### src/rtl/tlb_pkg.sv
package tlb_pkg;

    // Operation codes
    localparam logic [1:0] OP_TRANSLATE = 2'd0;
    localparam logic [1:0] OP_MAP       = 2'd1;
    localparam logic [1:0] OP_UNMAP     = 2'd2;
    localparam logic [1:0] OP_ADVANCE   = 2'd3;

    // Result status codes
    localparam logic [1:0] ST_DONE  = 2'd0;
    localparam logic [1:0] ST_FILL  = 2'd1;
    localparam logic [1:0] ST_FAULT = 2'd2;

    // Configuration register indexes
    localparam logic [1:0] CFG_OFFSET_WIDTH = 2'd0;
    localparam logic [1:0] CFG_PAGE_WIDTH   = 2'd1;
    localparam logic [1:0] CFG_REPL_MODE    = 2'd2;

    typedef struct packed {
        logic [1:0]  operation;
        logic [1:0]  process_id;
        logic [15:0] virt_addr;
        logic [7:0]  page_number;
        logic [7:0]  frame_number;
    } req_t;

    typedef struct packed {
        logic [1:0]  status;
        logic [15:0] phys_addr;
        logic [7:0]  frame_found;
        logic [2:0]  tlb_slot;
    } rsp_t;

    typedef struct packed {
        logic [1:0] index;
        logic [3:0] data;
    } cfg_t;

    typedef enum logic [2:0] {
        S_CLEAR,
        S_IDLE,
        S_LOOKUP,
        S_TABLE,
        S_OUTPUT
    } state_t;

    // Controller to datapath
    typedef struct packed {
        logic clear_step;
        logic capture;
        logic lookup;
        logic table_step;
        logic out_load;
    } cmd_t;

    // Datapath to controller
    typedef struct packed {
        logic clear_done;
        logic scan_busy;
    } sts_t;

endpackage

### src/rtl/tlb_ctrl.sv
module tlb_ctrl (
    input  logic          clk,
    input  logic          rst_n,
    input  logic          in_valid,
    output logic          in_ready,
    output logic          out_valid,
    input  logic          out_ready,
    input  tlb_pkg::sts_t sts,
    output tlb_pkg::cmd_t cmd
);
    import tlb_pkg::*;

    state_t state_reg;
    state_t state_next;
    logic   out_valid_reg;
    logic   out_valid_next;
    logic   out_free;

    // Result register can take a new result when empty or being drained
    assign out_free = !out_valid_reg || out_ready;

    // Next state
    always_comb
    begin
        state_next = state_reg;
        case (state_reg)
            S_CLEAR:  if (sts.clear_done) state_next = S_IDLE;
            S_IDLE:   if (in_valid && !sts.scan_busy) state_next = S_LOOKUP;
            S_LOOKUP: state_next = S_TABLE;
            S_TABLE:  state_next = S_OUTPUT;
            S_OUTPUT: if (out_free) state_next = S_IDLE;
            default:  state_next = S_IDLE;
        endcase
    end

    // Outputs
    always_comb
    begin
        cmd        = '0;
        in_ready   = 1'b0;
        case (state_reg)
            S_CLEAR:  cmd.clear_step = 1'b1;
            S_IDLE:
            begin
                // hold off while the victim scan is still running
                in_ready    = !sts.scan_busy;
                cmd.capture = in_valid && !sts.scan_busy;
            end
            S_LOOKUP: cmd.lookup = 1'b1;
            S_TABLE:  cmd.table_step = 1'b1;
            S_OUTPUT: cmd.out_load = out_free;
            default:  cmd = '0;
        endcase
    end

    always_comb
    begin
        out_valid_next = out_valid_reg;
        if (out_ready) out_valid_next = 1'b0;
        if (cmd.out_load) out_valid_next = 1'b1;
    end

    always_ff @(posedge clk or negedge rst_n)
    begin
        if (!rst_n)
        begin
            state_reg     <= S_CLEAR;
            out_valid_reg <= 1'b0;
        end
        else
        begin
            state_reg     <= state_next;
            out_valid_reg <= out_valid_next;
        end
    end

    assign out_valid = out_valid_reg;

`ifndef SYNTHESIS
    a_ready_idle: assert property (@(posedge clk) disable iff (!rst_n)
        in_ready |-> state_reg == S_IDLE)
        else $error("ready outside idle");
    a_load_once: assert property (@(posedge clk) disable iff (!rst_n)
        cmd.out_load |=> out_valid_reg)
        else $error("result not presented");
    a_lookup_seq: assert property (@(posedge clk) disable iff (!rst_n)
        cmd.lookup |=> cmd.table_step)
        else $error("table step missing after lookup");
`endif

endmodule

### config.mk
export PLATFORM = sky130hd
export DESIGN_NAME = tlb_ctrl
export DESIGN_NICKNAME = d
export VERILOG_FILES = /design/src/rtl/tlb_pkg.sv /design/src/rtl/tlb_ctrl.sv
export SDC_FILE = /design/constraint.sdc
export NUM_CORES = 1
export LEC_CHECK = 0
export BUFFER_PORTS_ARGS = -buffer_cell sky130_fd_sc_hd__buf_2
export CORE_AREA = 4 4 41 43
export CTS_CLUSTER_DIAMETER = 60
export CTS_CLUSTER_SIZE = 40
export DETAILED_ROUTE_END_ITERATION = 16
export DIE_AREA = 0 0 45 47
export PLACE_DENSITY = 0.49
export SYNTH_ARGS = -nofsm -noshare
export SYNTH_HDL_FRONTEND = slang
export SYNTH_SLANG_ARGS = --single-unit
export TNS_END_PERCENT = 5
### constraint.sdc
create_clock -name clk -period 1.36 [get_ports clk]
set_input_delay 0.272 -clock clk [delete_from_list [all_inputs] [get_ports clk]]
set_output_delay 0.272 -clock clk [all_outputs]
set_load 0.05 [all_outputs]
* Word level (Yosys, flattened, before mapping)
Index checks and enable logic that the tools add are counted.
** Cells by class
- Mux-type cells :: 12
- Eq/ne operators :: 7
- Reductions and logical operators :: 7
** Operators with widths (count)
- 3-bit case mux with 5 select lines :: 1
- 3-bit two-way mux :: 3
- 1-bit two-way mux :: 8
- 3-bit by 2-bit == test with 1-bit output (second input constant) :: 2
- 2-bit != test (second input constant) :: 3
- 3-bit by 1-bit == test with 1-bit output (second input constant) :: 1
- 3-bit == test (second input constant) :: 1
- 3-bit logical NOT :: 1
- 3-bit AND reduction :: 1
- 1-bit logical NOT :: 2
- 2-bit nonzero test :: 1
- 1-bit logical AND :: 1
- 1-bit logical OR :: 1
** Word-level totals
- Output and inout port bits :: 7
- Register bits :: 4
- Bits of input ports :: 6
- Logic and storage cells :: 28

* Longest topological paths before layout
Gate-level depths: netlist of run 1.
- Depth in word-level cells :: 4
- Mapped depth :: 3
- Mapped depth without buffers :: 3

* Least setup slack after synthesis of run 1
No wires, ideal clock.
- Path kind :: register to output
- From :: reg state_reg[2]
- To :: out cmd[4] (netlist name)
- Path buffers :: 0
- Data arrival time :: 1.506 ns
- Data required time :: 1.088 ns
- Stages on the path, launching flop included :: 2
- Path slack :: -0.418 ns
- Cells stage by stage :: dfrtp_1 nor3_1
** RTL lines
- from (decl) :: line tlb_ctrl.sv:13 : state_t state_reg;
- from (signal assigned) :: line tlb_ctrl.sv:72 : state_reg <= state_next;
- to (decl) :: line tlb_ctrl.sv:9 : output tlb_pkg::cmd_t cmd

==> results of run 1 <==
[final timing paths]
check	startpoint	to	slack (ps)	cells after the start
worst max-delay path	state_reg[1]	cmd[0]	-270	3
worst min-delay path	out_ready	out_valid	290	3
worst max register to register	state_reg[1]	state_reg[0]	130	4
worst min register to register	state_reg[0]	out_valid	620	3
max in group asynchronous	rst_n	state_reg[0]	870	2
min in group asynchronous	rst_n	out_valid	360	2
[power groups by stage]
stage | Combinational, mW | Clock [mW] | Sequential [mW]
final | 0.739 | 0.163 | 0.181
after global placement | 0.581 | 0 | 0.181
after floorplan | 0.327 | 0 | 0.239
after CTS | 0.719 | 0.169 | 0.182
after detailed placement | 0.578 | 0 | 0.183
after global routing | 0.790 | 0.181 | 0.188
[critical path, delay by kind of cell, from the launching register on]
kind                   cells  cell delay [ps]
buffers and inverters      1              150
AND/OR/NAND/NOR            2              580
flip-flops                 1              380
[what timing repair did]
action | CTS | global route
pin swaps | 1 | 0
hold endpoints to repair | 4 | 0
endpoints found under the setup margin | 6 | 6
hold buffers | 1 | 0
resized for setup | 18 | 2
[cell type report]
cell class	instances	area, µm²
well taps	15	18.8
flip-flops and latches	4	101
fillers	146	833
clock buffers	4	26.3
multi-input cells	20	158
repair buffers	20	164
[cells by family after synthesis]
kind of cell / after synthesis / synth area share [%]
simple gates: 18 / 47.3
flops: 4 / 44.0
compound gates: 2 / 5.49
buf+inv: 1 / 3.30
[cell usage after synthesis]
cell type  number
nor3_1          2
nand2_1         1
or3b_1          1
and2_2          1
nor2b_1         2
or2b_2          1
and2b_2         1
and3_1          1
nor4_1          1
dfrtp_1         4
buf_4           1
and2_1          1
nand3_1         1
o21a_1          1
or2_1           1
nor2_1          3
nand2b_1        1
a21oi_1         1
[routing by layer]
metal	up-vias	wire, µm	part of all wire [%]	track usage (%)
li1	128	-	-	-
met3	2	88	14	4.98
met4	0	10	1.6	7.02
met5	-	0	0	0
met1	115	249	41	8.03
met2	15	258	43	11.0
[metrics by stage]
step	instances	utilization [%]	total power, mW	hold WS, ps
4_1_cts	63	35.0	1.07	291
6_report	63	36.0	1.08	293
3_5_place_dp	58	27.7	0.761	80.4
5_1_grt	63	36.0	1.16	317
3_3_place_gp	58	27.7	0.762	81.8
2_1_floorplan	25	-	0.566	-23.6
==> impl_results.md, run 1 <==
- Outcome: complete, but fails checks
- Violated checks: setup timing
- Placeable Area: 1300 µm²
- TritonCTS clock tree: done
- Clock buffers created by TritonCTS: 3
- CP max-delay cell: dfrtp_1
- Most common cell after layout, fill and taps aside: buf_4
- Part of the cycle the worst path needs: 120%
- HPWL after DPL: 449 µm
- Maximum single-stage delay on the critical path: 380 ps
- Initial Utilization: 17.5%
- Commonest non-fill, non-tap cells in the layout: 7 x buf_4, 6 x buf_2, 5 x buf_6
- Placed instance area: 360 µm²
- Unrepaired setup endpoints after global routing: yes
- Post-detailed-route wirelength per cell: 9.63 µm
- Cell area after synthesis: 228 µm²
- Worst slew pin tran: 251 ps
- Fraction of synthesized cell area taken by the top area cell type: 44.0%
- Remaining design rule violation count: 0
- CP Data Arrival Time: 1350 ps
- IO Pins: 13
- Max reg flops: 3
- Clock Skew: 12.1 ps
- Maximum VDD drop: 0.00113 V
- Synth Register Bits: 4
- ANT nets after route: 0
- Crit end category: output port
- Layout cell share with drive strength beyond 1: 66.7%
- Critical path required time: 1090 ps
- Areal power density over the cells: 2310 nW/µm²
- Height of the chip: 47 µm
- Switching power as a share of total power: 44.2%
- Design Area, Final: 468 µm²
- Top achievable clock speed: 615 MHz
- Netlist cell types: 18
- Via count: 260
- Total Wirelength: 607 µm
- Normalized max-slew margin: 83.1%
- Antenna violations before repair: 0
- Share of power burned in combinational logic: 68.2%
- Final Worst Setup Slack: -267 ps
- First-pass GRT wire length: 1090 µm
- Violation count after the first detailed-route iteration: 0
- Number of nets in the layout: 55
- Number of max-capacitance violations reported: 0
- Count of final hold-check violations: 0
- Clock share of power: 15.0%
- Clk buf depth: 2
- Worst Setup Slack post-DPL: -100 ps
- Type of the tightest min-delay check: in2reg
- Via count of the first global-routing pass: 294
- Routed via count divided by cell count: 4.13
- Leakage power figure: 0.239 nW
- Sequential power share: 16.7%
- Largest net degree at the start of global routing: 7
- TritonRoute pass-1 iters: 1
- CTS Sinks: 4
- Synth Instances: 25
- Cells taking the most area after synthesis: dfrtp_1 44%, nor2b_1 5.5%, nor2_1 4.9%
- Net count after synthesis: 31
- Clock insertion delay at the later pin of the skew report: 240 ps
- Type of the worst setup path: reg2out
- GRT overflow: 0
- Master cell of the clock root buffer: clkbuf_4
- Mean instance size in the synthesized netlist: 9.11 µm²
- Placer Congestion: 0.636
- Cells along the critical path: or3b_1, and2b_2, buf_6
- Power dissipated by switching net loads: 0.478 mW
- Sequential-to-total area share from yosys stat: 44.0%
- Worst-path maximum fanout: 2
- Clock transition time at the flip-flop clock pins of the worst setup and hold paths: 40 ps
- Final sum of negative setup slack: -877 ps
- IO Port Bufs: 12
- Setup-failing EPs final: 6
- Number of pins exceeding their max-slew limit in the final report: 0
- Number of placement rows: 13
- Critical path startpoint category: flop
- Die Footprint: 2120 µm²
- Diodes inserted: 0
- Syn-to-layout area delta: 105%
- Post-CTS setup buffer count: 0
- All-layer global routing usage: 7.84%
- Number of H-tree levels: 1
- Shortest clock period the worst path allows after layout: 1630 ps
- Number of warnings reported in the yosys synthesis log: 0
- Internal power summed over all cells: 0.604 mW
- Die Width: 45 µm
- Top cell type by total area after synthesis: dfrtp_1
Power figures use the tool's default switching activity.
==> inputs of run 2 (changes only) <==
Settings changed: PLACE_DENSITY 0.49 to 0.48, RECOVER_POWER set to 25.
Clock period 1.36 ns to 1.65 ns, I/O delays scaled along.
==> impl_results.md, run 2 (same netlist as run 1, synthesis figures left out) <==
- Antenna violations before repair: 0 (unchanged)
- Maximum VDD drop: 0.000955 V (was 0.00113 V)
- Overall power after layout: 0.768 mW (was 1.08 mW)
- CTS Sinks: 4 (unchanged)
- Design Area, Final: 409 µm² (was 468 µm²)
- Diodes inserted: 0 (unchanged)
- TritonRoute pass-1 iters: 1 (unchanged)
- Clock buffers created by TritonCTS: 3 (unchanged)
- Final Util: 31.4% (was 36.0%)
- Total Wirelength: 606 µm (was 607 µm)
- CP Data Arrival Time: 1370 ps (was 1350 ps)
- Top achievable clock speed: 589 MHz
- Violated checks: setup timing (unchanged)
- Initial Utilization: 17.5% (unchanged)
- Crit end category: output port (unchanged)
- First-pass GRT wire length: 1050 µm (was 1090 µm)
- Violation count after the first detailed-route iteration: 0 (unchanged)
- Placer Congestion: 0.641 (was 0.636)
- Unrepaired setup endpoints after global routing: yes (unchanged)
- Clock insertion delay at the later pin of the skew report: 230 ps (was 240 ps)
- Clk buf depth: 2 (unchanged)
- Areal power density over the cells: 1880 nW/µm² (was 2310 nW/µm²)
- TritonCTS clock tree: done (unchanged)
- Maximum single-stage delay on the critical path: 390 ps (was 380 ps)
- Clock transition time at the flip-flop clock pins of the worst setup and hold paths: 40 ps (about the same)
- Share of power burned in combinational logic: 64.3% (was 68.2%)
- Sequential power share: 20.1% (was 16.7%)
- HPWL after DPL: 427 µm (was 449 µm)
- Height of the chip: 47 µm (unchanged)
- IO Pins: 13 (unchanged)
- Syn-to-layout area delta: 79.7% (was 105%)
- Largest net degree at the start of global routing: 7 (unchanged)
- Clock share of power: 15.7% (was 15.0%)
- # placed instances: 54 (was 58)
- GRT overflow: 0 (unchanged)
- Filler cells: 146 (unchanged)
- Remaining design rule violation count: 0 (unchanged)
- Max reg flops: 3 (unchanged)
- Buffers and inverters on the worst path: 1 (unchanged)
- Number of H-tree levels: 1 (unchanged)
- Hold slack: 368 ps (was 293 ps)
- Critical path startpoint category: flop (unchanged)
- All-layer global routing usage: 7.86% (was 7.84%)
- Placed instance area: 327 µm² (was 360 µm²)
- IO Port Bufs: 12 (unchanged)
- Worst path top cell family by delay: simple AND/OR/NAND/NOR gates (unchanged)
- Cells along the critical path: or3b_4, and2b_2, buf_8 (was or3b_1, and2b_2, buf_6)
- Outcome: complete, but fails checks (unchanged)
- Number of nets in the layout: 53 (was 55)
- Placeable Area: 1300 µm² (unchanged)
- ANT nets after route: 0 (unchanged)
- Part of the cycle the worst path needs: 103%
- Type of the worst setup path: reg2out (unchanged)
- Number of placement rows: 13 (unchanged)
- Non-filler instance count after layout: 60 (was 63)
- Via count of the first global-routing pass: 256 (was 294)
- Power dissipated by switching net loads: 0.363 mW (was 0.478 mW)
- CP max-delay cell: or3b_4 (was dfrtp_1)
- Worst-path maximum fanout: 2 (unchanged)
- Post-detailed-route wirelength per cell: 10.1 µm (was 9.63 µm)
- Critical path required time: 1320 ps (was 1090 ps)
- Master cell of the clock root buffer: clkbuf_4 (unchanged)
- Most common cell after layout, fill and taps aside: buf_4 (unchanged)
- Number of max-capacitance violations reported: 0 (unchanged)
- Internal power summed over all cells: 0.405 mW (was 0.604 mW)
- Final Worst Setup Slack: -47.5 ps (was -267 ps)
- Count of final hold-check violations: 0 (unchanged)
- Number of pins exceeding their max-slew limit in the final report: 0 (unchanged)
- Via count: 239 (was 260)
- Commonest non-fill, non-tap cells in the layout: 7 x buf_4, 6 x buf_2, 4 x clkbuf_4, 4 x dfrtp_1, 2 x nor2_1 (was 7 x buf_4, 6 x buf_2, 5 x buf_6)
- Die Width: 45 µm (unchanged)
- Type of the tightest min-delay check: in2reg (unchanged)
- Switching power as a share of total power: 47.2% (was 44.2%)
- Die Footprint: 2120 µm² (unchanged)
- Layout cell share with drive strength beyond 1: 57.8% (was 66.7%)
- Clock Skew: 0.0609 ps (was 12.1 ps)
- Shortest clock period the worst path allows after layout: 1700 ps
- Routed via count divided by cell count: 3.98 (was 4.13)
- Setup-failing EPs final: 1 (was 6)
- Leakage power figure: 0.213 nW (was 0.239 nW)
- Normalized max-slew margin: 81.4% (was 83.1%)
- Worst slew pin tran: 277 ps (was 251 ps)
-- run 2: cell type report --
cell class              count  area [µm²]  share of cell area (%)
multi-input cells          20         138                    33.6
repair buffers             18         130                    31.8
flip-flops and latches      4         100                    24.5
well taps                  15        18.8                    4.59
clock buffers               3        22.5                    5.50
-- run 2: power by group through the flow --
stage	Clock [mW]	Combinational, mW	Sequential, mW
global route	0.139	0.525	0.158
global placement	0	0.431	0.148
finish	0.120	0.494	0.154
detailed placement	0	0.427	0.151
floorplan	0	0.268	0.195
CTS	0.128	0.464	0.151
-- run 2: through the flow --
| stage | setup slack (ps) | setup TNS, ps |
|---|---|---|
| final | -47.5 | -47.5 |
| after global routing | -95.9 | -97.4 |
| after CTS | -57.3 | -57.3 |
| after detailed placement | 101 | 0 |
| after global placement | 119 | 0 |
| after floorplan | 4.34 | 0 |
-- run 2: worst reg2reg max path, cell delays in order (launching register included) --
cell and delay (ps):
dfrtp_1 370, or3b_4 390, buf_4 140, buf_4 120, nor2_1 120, nor3_1 80
-- run 2: worst paths after layout --
| check | start | endpoint | slack [ps] | cells after the start |
|---|---|---|---|---|
| max | state_reg[0] | cmd[0] | -50 | 3 |
| min | out_ready | out_valid | 370 | 3 |
| max reg2reg | state_reg[0] | state_reg[0] | 300 | 5 |
| min reg2reg | state_reg[2] | state_reg[1] | 600 | 2 |
| max in group asynchronous | rst_n | state_reg[1] | 1020 | 2 |
| min in group asynchronous | rst_n | state_reg[0] | 460 | 2 |
-- run 2: metal layers --
layer	vias up	GRT usage, %	wire, µm
li1	123	-	-
met1	99	8.76	290
met2	15	9.60	232
met3	2	4.60	66
met4	0	8.77	17
met5	-	0	0
-- run 2: timing repair --
| item | in CTS | in global routing |
|---|---|---|
| setup endpoints to repair | 4 | 4 |
| gates resized for setup | 7 | 5 |
| cloned | 0 | 0 |
| hold buffers | 1 | 0 |
| buffers inserted | 1 | 1 |
| endpoints found under the hold margin | 4 | 0 |
| pin swaps | 1 | 1 |
